--- src/sv/clsr_pkg.sv ---
`default_nettype none
// ----------------------------------------------------------------------------
// clsr_pkg
// Constants, types and command bundle shared by the combined LCG shuffle
// generator controller, datapath and top level.
// ----------------------------------------------------------------------------
package clsr_pkg;

  // Shuffle table geometry
  localparam int TABLE_DEPTH = 32;
  localparam int WARMUP      = 8;
  localparam int IDX_W       = $clog2(TABLE_DEPTH);
  localparam int CNT_W       = $clog2(TABLE_DEPTH + WARMUP);

  // Generator one: modulus 2^31 - 85, multiplier 40014
  localparam logic [30:0] MOD_ONE  = 31'd2147483563;
  localparam logic [15:0] MUL_ONE  = 16'd40014;
  localparam logic [7:0]  FOLD_ONE = 8'd85;

  // Generator two: modulus 2^31 - 249, multiplier 40692
  localparam logic [30:0] MOD_TWO  = 31'd2147483399;
  localparam logic [15:0] MUL_TWO  = 16'd40692;
  localparam logic [7:0]  FOLD_TWO = 8'd249;

  // Output span and table bucket size
  localparam longint SPAN_TOP_L = 64'd2147483562;
  localparam longint BUCKET_L   = 1 + SPAN_TOP_L / TABLE_DEPTH;
  localparam logic [30:0] SPAN_TOP = 31'(SPAN_TOP_L);
  localparam logic [30:0] BUCKET   = 31'(BUCKET_L);

  // Reciprocal of the bucket size for the index estimate
  localparam int     RSH   = 37;
  localparam longint RCP_L = (64'd1 << RSH) / BUCKET_L;
  localparam int     RCP_W = $clog2(RCP_L + 1);
  localparam logic [RCP_W-1:0] RCP = RCP_W'(RCP_L);
  localparam int     QP_W  = 31 + RCP_W;
  localparam int     EST_W = IDX_W + 1;

  // Commands from the controller to the datapath
  typedef struct packed {
    logic             load_seed;  // copy seed into both generators
    logic             mul;        // register generator and index products
    logic             red_one;    // fold product into generator one
    logic             red_two;    // fold product into generator two
    logic             est;        // register coarse index estimate
    logic             idx;        // register corrected table index
    logic             rd;         // read table at index
    logic             fill_wr;    // write new generator one value at fill address
    logic             fill_last;  // load last output from new generator one value
    logic [IDX_W-1:0] fill_addr;
    logic             draw_wr;    // refill entry, form and register the draw
  } dp_cmd_t;

endpackage
`default_nettype wire

--- src/sv/combined_lcg_shuffle_random_top.sv ---
`default_nettype none
// ----------------------------------------------------------------------------
// combined_lcg_shuffle_random_top
// Combined two-generator LCG with a 32-entry shuffle table, one draw per item.
// ----------------------------------------------------------------------------
// Each accepted item returns one integer draw in 1..2147483562; divide by
// 2147483563 in software for a uniform fraction. A plain draw runs as a
// registered multiply, then a fold-and-reduce step of both generators in
// parallel; the table index is estimated and then corrected in separate
// registered steps, and the table read is registered before the entry is
// refilled. The read waits while an earlier result has not been taken. The
// first item after reset, or an item with reseed set, first runs
// initialization: one load step, then a multiply and a reduce for each of 40
// generator steps. The next item is taken once the current draw has been
// written to the output register, so a result may wait to be taken while the
// block starts on the following item. The seed register is sampled only at
// initialization.
module combined_lcg_shuffle_random_top (
  input  wire logic        clk,
  input  wire logic        rst,
  input  wire logic        cfg_we,
  input  wire logic [30:0] cfg_data,
  input  wire logic        in_valid,
  output logic             in_ready,
  input  wire logic        reseed,
  output logic             out_valid,
  input  wire logic        out_ready,
  output logic [30:0]      value
);
  import clsr_pkg::*;

  dp_cmd_t cmd;

  clsr_ctrl u_ctrl (
    .clk       (clk),
    .rst       (rst),
    .in_valid  (in_valid),
    .in_ready  (in_ready),
    .reseed    (reseed),
    .out_valid (out_valid),
    .out_ready (out_ready),
    .cmd       (cmd)
  );

  clsr_datapath u_datapath (
    .clk      (clk),
    .rst      (rst),
    .cfg_we   (cfg_we),
    .cfg_data (cfg_data),
    .cmd      (cmd),
    .value    (value)
  );

endmodule
`default_nettype wire

--- src/sv/clsr_datapath.sv ---
`default_nettype none
// ----------------------------------------------------------------------------
// clsr_datapath
// Generator registers, modular multiply and fold, index computation,
// shuffle table and output register.
// ----------------------------------------------------------------------------
module clsr_datapath (
  input  wire logic             clk,
  input  wire logic             rst,
  input  wire logic             cfg_we,
  input  wire logic [30:0]      cfg_data,
  input  wire clsr_pkg::dp_cmd_t cmd,
  output logic [30:0]           value
);
  import clsr_pkg::*;

  logic [30:0] seed;
  logic [30:0] gen_one;
  logic [30:0] gen_two;
  logic [30:0] last_output;
  logic [46:0] prod_one;
  logic [46:0] prod_two;
  logic [QP_W-1:0] qprod;
  logic [EST_W-1:0] est;
  logic [IDX_W-1:0] idx;
  logic [30:0] rd_data;
  logic [30:0] table_mem [TABLE_DEPTH];

  logic [30:0] red_one;
  logic [30:0] red_two;
  logic [QP_W-1:0] qshift;
  logic [31+EST_W-1:0] est_mul;
  logic [31+EST_W-1:0] rem;
  logic [EST_W:0] est_fix;
  logic [IDX_W-1:0] idx_next;
  logic [31:0] diff;
  logic [30:0] draw;
  logic        mem_we;
  logic [IDX_W-1:0] mem_wa;
  logic [30:0] mem_wd;

  // p mod m for m = 2^31 - c, with p below 2^47
  function automatic logic [30:0] fold_reduce(input logic [46:0] p,
                                              input logic [7:0]  c,
                                              input logic [30:0] m);
    logic [23:0] hc;
    logic [31:0] s;
    hc = p[46:31] * c;
    s  = {1'b0, p[30:0]} + {8'd0, hc};
    if (s >= {1'b0, m}) begin
      s = s - {1'b0, m};
    end
    return s[30:0];
  endfunction

  assign red_one = fold_reduce(prod_one, FOLD_ONE, MOD_ONE);
  assign red_two = fold_reduce(prod_two, FOLD_TWO, MOD_TWO);

  // Correct the index estimate by one bucket and saturate
  assign qshift  = qprod >> RSH;
  assign est_mul = est * BUCKET;
  assign rem     = {{EST_W{1'b0}}, last_output} - est_mul;
  always_comb begin
    est_fix = {1'b0, est};
    if (rem >= {{EST_W{1'b0}}, BUCKET}) begin
      est_fix = est_fix + 1'b1;
    end
    if (est_fix >= (EST_W+1)'(TABLE_DEPTH)) begin
      idx_next = IDX_W'(TABLE_DEPTH - 1);
    end else begin
      idx_next = est_fix[IDX_W-1:0];
    end
  end

  // Combine table entry with generator two, wrap into 1..span
  always_comb begin
    if (rd_data <= gen_two) begin
      diff = {1'b0, rd_data} + {1'b0, SPAN_TOP} - {1'b0, gen_two};
    end else begin
      diff = {1'b0, rd_data} - {1'b0, gen_two};
    end
    draw = diff[30:0];
  end

  // Seed register
  always_ff @(posedge clk) begin
    if (rst) begin
      seed <= '0;
    end else if (cfg_we) begin
      seed <= cfg_data;
    end
  end

  // Generators, products and index
  always_ff @(posedge clk) begin
    if (cmd.load_seed) begin
      gen_one <= (seed == '0) ? 31'd1 : seed;
      gen_two <= (seed == '0) ? 31'd1 : seed;
    end else begin
      if (cmd.red_one) begin
        gen_one <= red_one;
      end
      if (cmd.red_two) begin
        gen_two <= red_two;
      end
    end
    if (cmd.mul) begin
      prod_one <= gen_one * MUL_ONE;
      prod_two <= gen_two * MUL_TWO;
      qprod    <= last_output * RCP;
    end
    if (cmd.est) begin
      est <= qshift[EST_W-1:0];
    end
    if (cmd.idx) begin
      idx <= idx_next;
    end
    if (cmd.fill_last) begin
      last_output <= red_one;
    end else if (cmd.draw_wr) begin
      last_output <= draw;
    end
    if (cmd.draw_wr) begin
      value <= draw;
    end
  end

  // Shuffle table write port: fill during init, refill during a draw
  assign mem_we = cmd.fill_wr | cmd.draw_wr;
  assign mem_wa = cmd.fill_wr ? cmd.fill_addr : idx;
  assign mem_wd = cmd.fill_wr ? red_one : gen_one;

  always_ff @(posedge clk) begin
    if (mem_we) begin
      table_mem[mem_wa] <= mem_wd;
    end
  end

  // Shuffle table read port
  always_ff @(posedge clk) begin
    if (cmd.rd) begin
      rd_data <= table_mem[idx];
    end
  end

endmodule
`default_nettype wire

--- src/sv/clsr_ctrl.sv ---
`default_nettype none
// ----------------------------------------------------------------------------
// clsr_ctrl
// Sequencer for initialization and draws; owns the handshakes.
// ----------------------------------------------------------------------------
module clsr_ctrl (
  input  wire logic              clk,
  input  wire logic              rst,
  input  wire logic              in_valid,
  output logic                   in_ready,
  input  wire logic              reseed,
  output logic                   out_valid,
  input  wire logic              out_ready,
  output clsr_pkg::dp_cmd_t      cmd
);
  import clsr_pkg::*;

  localparam logic [3:0] S_IDLE = 4'd0;
  localparam logic [3:0] S_LOAD = 4'd1;
  localparam logic [3:0] S_IMUL = 4'd2;
  localparam logic [3:0] S_IRED = 4'd3;
  localparam logic [3:0] S_DMUL = 4'd4;
  localparam logic [3:0] S_DEST = 4'd5;
  localparam logic [3:0] S_DIDX = 4'd6;
  localparam logic [3:0] S_DRD  = 4'd7;
  localparam logic [3:0] S_DWR  = 4'd8;

  logic [3:0]       state;
  logic [3:0]       state_next;
  logic [CNT_W-1:0] cnt;
  logic             needs_init;
  logic             out_free;

  assign in_ready = (state == S_IDLE);
  assign out_free = !out_valid || out_ready;

  // Next state and datapath commands
  always_comb begin
    state_next    = state;
    cmd           = '0;
    cmd.fill_addr = cnt[IDX_W-1:0];
    case (state)
      S_IDLE: begin
        if (in_valid) begin
          state_next = (needs_init || reseed) ? S_LOAD : S_DMUL;
        end
      end
      S_LOAD: begin
        cmd.load_seed = 1'b1;
        state_next    = S_IMUL;
      end
      S_IMUL: begin
        cmd.mul    = 1'b1;
        state_next = S_IRED;
      end
      S_IRED: begin
        cmd.red_one   = 1'b1;
        cmd.fill_wr   = (cnt < CNT_W'(TABLE_DEPTH));
        cmd.fill_last = (cnt == '0);
        state_next    = (cnt == '0) ? S_DMUL : S_IMUL;
      end
      S_DMUL: begin
        cmd.mul    = 1'b1;
        state_next = S_DEST;
      end
      S_DEST: begin
        cmd.red_one = 1'b1;
        cmd.red_two = 1'b1;
        cmd.est     = 1'b1;
        state_next  = S_DIDX;
      end
      S_DIDX: begin
        cmd.idx    = 1'b1;
        state_next = S_DRD;
      end
      S_DRD: begin
        cmd.rd = 1'b1;
        if (out_free) begin
          state_next = S_DWR;
        end
      end
      S_DWR: begin
        cmd.draw_wr = 1'b1;
        state_next  = S_IDLE;
      end
      default: begin
        state_next = S_IDLE;
      end
    endcase
  end

  // Hold state, step counter and init flag
  always_ff @(posedge clk) begin
    if (rst) begin
      state      <= S_IDLE;
      needs_init <= 1'b1;
      cnt        <= '0;
    end else begin
      state <= state_next;
      if (state == S_LOAD) begin
        needs_init <= 1'b0;
        cnt        <= CNT_W'(TABLE_DEPTH + WARMUP - 1);
      end else if (state == S_IRED && cnt != '0) begin
        cnt <= cnt - 1'b1;
      end
    end
  end

  // Output item valid: set on a finished draw, drop when taken
  always_ff @(posedge clk) begin
    if (rst) begin
      out_valid <= 1'b0;
    end else if (state == S_DWR) begin
      out_valid <= 1'b1;
    end else if (out_ready) begin
      out_valid <= 1'b0;
    end
  end

endmodule
`default_nettype wire

--- config.mk ---
export PLATFORM = sky130hd
export DESIGN_NAME = combined_lcg_shuffle_random_top
export DESIGN_NICKNAME = d
export VERILOG_FILES = /design/src/sv/clsr_pkg.sv /design/src/sv/combined_lcg_shuffle_random_top.sv /design/src/sv/clsr_datapath.sv /design/src/sv/clsr_ctrl.sv
export SDC_FILE = /design/constraint.sdc
export NUM_CORES = 2
export LEC_CHECK = 0
export BUFFER_PORTS_ARGS = -buffer_cell sky130_fd_sc_hd__buf_4
export CORE_MARGIN = 10
export CORE_UTILIZATION = 58
export DETAILED_ROUTE_END_ITERATION = 7
export PLACE_DENSITY_LB_ADDON = 0.15
export SYNTH_ARGS = -nofsm -noshare
export SYNTH_HDL_FRONTEND = slang
export SYNTH_SLANG_ARGS = --single-unit
--- constraint.sdc ---
create_clock -name clk -period 7.35 [get_ports clk]
set_input_delay 0.3675 -clock clk [delete_from_list [all_inputs] [get_ports clk]]
set_output_delay 0.3675 -clock clk [all_outputs]
set_load 0.005 [all_outputs]
# Word-level counts from Yosys, hierarchy flattened
# Memories as Yosys holds them, arrays and structs flattened. A register that Yosys moved wholly into a read port is not among the register bits.
# Cells that the tools add are included.
# Widths: inputs -> output; s select.
[word_totals]
n_memories = 1
output_inout_bits = 33
elab_cells = 97
mem_bits_rw = 992
ff_bits = 299
[memory_table]
columns = ["name", "words", "word_bits", "read_ports", "rd_clocked_by_memory_dff", "wr", "line", "source"]
rows = [
  ["u_datapath.table_mem", 32, 31, 1, 1, 1, "clsr_datapath.sv:27", "logic [30:0] table_mem [TABLE_DEPTH];"],
]
[op_classes]
mux = 32
mul = 5
reduce_logical = 17
bitwise_logic = 1
magnitude_cmp = 6
n_addsub = 10
n_eq_ne = 10
[ops]
columns = ["op", "n"]
rows = [
  ["$mux 31", 11],
  ["$ge 32x31->1 const B", 2],
  ["$sub 31x31->31", 2],
  ["$sub 31x31->31 const B", 2],
  ["$mul 31x15->46 const B", 1],
  ["$mul 31x14->45 const B", 1],
  ["$ge 37x26->1 const B", 1],
  ["$sub 31x32->33", 1],
  ["$add 31x23->32", 1],
  ["$add 31x24->32", 1],
  ["$pmux 4 s8", 1],
  ["$add 31x31->31 const B", 1],
  ["$le 31x31->1", 1],
  ["$logic_not 31->1", 1],
  ["$mul 5x25->30 const B", 1],
  ["$mul 16x8->24 const B", 1],
  ["$mul 16x7->23 const B", 1],
  ["$eq 4x3->1 const B", 4],
  ["$mux 6", 2],
  ["$mux 1", 10],
  ["$reduce_bool 2->1", 5],
  ["$eq 4x2->1 const B", 2],
  ["$mux 4", 2],
  ["$ge 7x6->1 const B", 1],
  ["other kinds (20)", 25],
]

# Depth between registers and ports, before layout
[logic_depth]
ltp_word = 6
depth_mapped = 26

# Modules after synthesis
# A second synthesis with hierarchy kept.
[unflattened]
cells_unflattened = 5588
area_unflattened_um2 = 78223.8
[modules_own_cells]
columns = ["module", "n_inst", "area_per_inst_um2", "cells_per_inst"]
rows = [
  ["clsr_datapath", 1, 77426.8, 5498],
  ["clsr_ctrl", 1, 797.0, 90],
]

# Least setup slack after synthesis
# No wires, ideal clock.
[synth_timing]
path_kind = "register to register"
start = "register u_ctrl.state[1]"
end = "register u_datapath.prod_one[10], enable pin"
setup_slack_ns = -0.555
synth_period_minus_slack_ns = 7.905
stages_incl_launch_ff = 4
arrival_time_ns = 7.237
setup_ns = 0.668
required_ns = 6.682
cell_sequence = "dfxtp_1 -> buf_1 -> xnor2_1 -> nor3_1"
[synth_lines]
columns = ["element", "line", "source"]
rows = [
  ["start: declaration", "clsr_ctrl.sv:28", "logic [3:0] state;"],
  ["start signal: assignment", "clsr_ctrl.sv:99", "state <= state_next;"],
  ["end signal: assignment", "clsr_datapath.sv:108", "prod_one <= gen_one * MUL_ONE;"],
  ["end: declaration", "clsr_datapath.sv:21", "logic [46:0] prod_one;"],
]

# Final worst setup path
[layout_timing]
start = "register u_datapath.gen_two[17]"
end = "register u_datapath.prod_two[46] (data pin)"
[layout_via]
elab_chain_cells = 1
[layout_lines]
columns = ["element", "line", "source"]
rows = [
  ["start: declaration", "clsr_datapath.sv:19", "logic [30:0] gen_two;"],
  ["start signal: assignment", "clsr_datapath.sv:98", "gen_two <= (seed == '0) ? 31'd1 : seed;"],
  ["start signal: assignment", "clsr_datapath.sv:104", "gen_two <= red_two;"],
  ["$mul 31x14->45", "clsr_datapath.sv:109", "prod_two <= gen_two * MUL_TWO;"],
  ["end signal: assignment", "clsr_datapath.sv:109", ""],
  ["end: declaration", "clsr_datapath.sv:22", "logic [46:0] prod_two;"],
]
# Every way passes these cells.
# A chain may end at the register's enable or synchronous reset.

==> impl_metrics.py <==
metrics = {
    "sta": {
        "period_needed_ps": 7110,
        "max-slew-margin-rel_pct": 20.3,
        "finalSetupViolations": 0,
        "worst-slew-pin-transition_ps": 1190,
        "achievable-frequency_mhz": 141,
        "finalCritPeriodShare_pct": 96.7,
        "final.setup.worst_slack_ps": 241,
        "slew_violations": 0,
        "skew_ps": 49.0,
        "hold_viol_final": 0,
        "rsz0062_at_grt": "false",
        "final.setup.tns_ps": 0,
    },
    "placed_design": {
        "dpl_cell_area_sq_um": 82600,
        "gp_congestion": 0.943,
        "dp_hpwl_um": 148000,
        "portBuffers": 69,
        "place_ws_ps": 97.3,
    },
    "cells_and_area": {
        "fill_cells": 9837,
        "drive_above_1_share_pct": 15.0,
        "design_area_sq_um": 87500,
        "area.growth.synth_to_final_pct": 10.8,
        "fin_nets": 7027,
    },
    "critical_path": {
        "crit_path_frequent_cell": "fa_1",
        "crit_required_ps": 7880,
        "critical-path-top-delay-family": "adder cells",
        "cp-start-kind": "flip-flop",
        "critPathKind": "flip-flop to flip-flop",
        "critPathSlowestCell": "edfxtp_1",
        "cp.arrival_ps": 7640,
        "path_cells": "fa_1, ha_1, inv_1, fa_1, fa_1, inv_1, fa_1, fa_1, ha_1, nand4_1, or3_1, o32ai_1, a211oi_1, o31ai_1, a221oi_1, o21ai_0, a31o_2, a21oi_1, or4_1",
        "path_depth": 19,
        "cp-end-kind": "flip-flop",
        "path_buf_inv": 2,
        "worstPathMaxFanout": 9,
        "reg2reg_depth": 19,
        "crit_path_max_incr_delay_ps": 790,
    },
    "grt": {
        "grt_pass1_wl_um": 321000,
        "grt_pass1_vias": 48935,
        "antenna_found_initial": 12,
        "overflow": 0,
        "grtUsageTotal_pct": 28.6,
        "grt_max_degree": 110,
    },
    "synthesis": {
        "yosys.area.top_type_share_pct": 47.6,
        "syn_nets": 6803,
        "synth_ff_type": "edfxtp_1",
        "synth_top_cell_by_area": "edfxtp_1",
        "synthTopCellsByArea": "edfxtp_1, fa_1, ha_1",
        "syn_avg_cell_area_sq_um": 13.8,
        "synth_edf_count": 1252,
        "syn-instance-count": 5708,
        "ys_seq_elements": 1295,
        "synth_cell_types": 98,
        "syn_area_sq_um": 79000,
        "yosysMostFrequentCell": "edfxtp_1",
        "async_flop_share_pct": 0,
        "synth_seq_area_share_pct": 48.7,
        "yosys_warnings": 0,
        "ys_top_cells_by_count": "edfxtp_1, inv_1, ha_1",
    },
    "clock_network": {
        "clock-sinks": 1295,
        "root_buffer": "clkbuf_16",
        "cts_max_path_buffers": 3,
        "htreeDepth": 4,
        "cts_tree": "done",
        "path_clk_slew_ps": 60,
        "clk_latency_ps": 800,
        "numCtsBuffers": 137,
    },
    "route": {
        "drc": 0,
        "vias_per_cell": 6.22,
        "ant_nets": 0,
        "post_drt_wl_per_cell_um": 27.5,
        "totalWireLength_um": 215000,
        "drt-pass1-iter-count": 5,
        "vias": 48643,
        "drt-initial-drc-count": 5330,
    },
    "die": {
        "io_pins": 70,
        "die_w_um": 389,
        "core_area_sq_um": 135000,
        "rows": 135,
        "start_util_pct": 58.4,
        "die_y_um": 389,
        "dieArea_sq_um": 151000,
    },
    "run_status": {
        "status": "finished clean",
    },
    "worst_hold_path": {
        "min_path_cells": 2,
        "hp-class": "input pin to flip-flop",
    },
    "run": {
        "max_cap_viol_count": 0,
    },
}
## placed cells by master, fill, tap and decap left out, types with 18 or more instances in the layout
| cell type | instances |
|---|---|
| mux2_2 | 43 |
| mux2i_1 | 55 |
| dfxtp_1 | 43 |
| fa_1 | 468 |
| o211ai_1 | 18 |
| o21ai_0 | 141 |
| or2_2 | 22 |
| and3_1 | 26 |
| a21oi_1 | 283 |
| inv_1 | 818 |
| nor2b_1 | 41 |
| nor2_4 | 33 |
| a211oi_1 | 39 |
| nor3_1 | 63 |
| clkbuf_1 | 28 |
| a21o_1 | 105 |
| nand2b_1 | 37 |
| nand3_1 | 56 |
| clkbuf_16 | 141 |
| ha_1 | 587 |
| nand2_1 | 196 |
| xnor2_1 | 158 |
| o21bai_1 | 38 |
| buf_4 | 199 |
| mux4_2 | 310 |
| a31oi_1 | 37 |
| o21ai_2 | 27 |
| o21a_1 | 38 |
| nor2_1 | 226 |
| o31ai_1 | 20 |
| nand4_1 | 32 |
| edfxtp_1 | 1252 |
| xor2_1 | 63 |
| clkinv_1 | 21 |
| clkinv_2 | 28 |
| dlygate4sd3_1 | 33 |
## state kept, by name (all words and copies together) (netlist names), 6 cells and up
register / cells
u_datapath.prod_two: 45
u_datapath.rd_data: 31
u_datapath.table_mem: 992
u_datapath.gen_one: 31
u_datapath.prod_one: 46
u_datapath.gen_two: 31
u_datapath.last_output: 30
u_datapath.seed: 31
u_ctrl.cnt: 6
u_datapath.value: 31
## final timing paths
| check | end | slack, ps | startpoint |
|---|---|---|---|
| worst max-delay path | u_datapath.prod_two[46] | 240 | u_datapath.gen_two[17] |
| worst min-delay path | u_datapath.seed[5] | 70 | rst |
| worst max register to register | u_datapath.prod_two[46] | 240 | u_datapath.gen_two[17] |
| worst min register to register | u_datapath.est[3] | 420 | u_datapath.qprod[40] |
## layout make-up
class / count / area [sq um] / area share [%]
sequential: 1295 / 38500 / 44.0
multi-input combinational: 3444 / 37400 / 42.7
clock buffer: 169 / 3630 / 4.15
inverter: 819 / 3070 / 3.51
tap: 1781 / 2230 / 2.55
timing repair buffer: 235 / 1880 / 2.15
clock inverter: 78 / 848 / 0.969
antenna: 3 / 7.51 / 0.00858
## stage by stage
stage          hold WS (ps)  utilization, %  cells
3_5_place_dp            405            61.0   7538
2_1_floorplan           400               -   5708
4_1_cts                31.3            64.6   7818
3_3_place_gp            404            61.0   7538
5_1_grt                66.0            64.7   7821
6_report               70.1            64.7   7824
## metal layers
| layer | vias to the layer above | GRT usage [%] | wire length, um |
|---|---|---|---|
| li1 | 21315 | - | - |
| met1 | 24776 | 39.9 | 87000 |
| met2 | 2199 | 45.9 | 102000 |
| met3 | 349 | 5.07 | 18500 |
| met4 | 4 | 8.81 | 7010 |
| met5 | - | 0 | 32 |
## what timing repair did
item                                   CTS  global route
resized for setup                        0            17
endpoints found under the hold margin   35             0
setup endpoints to repair                0            69
hold buffers                            33             0
buffers inserted                         0             3
## kinds of logic (layout without fill, tap and decap cells)
logic type	after synthesis	in the layout	synth area share, %
xor gates and xnor gates	221	221	2.45
buffers and inverters	969	1301	4.63
and+or+nand+nor	860	860	5.45
DFF	1295	1295	48.7
AOI/OAI and AO/OA	897	897	7.39
adders and majority gates	1058	1058	21.2
muxes	408	408	10.2
other	0	3	0
Power is left out: the tool's default activity adds up to more than one toggle a clock period on the data nets, which glitch-free logic cannot reach.
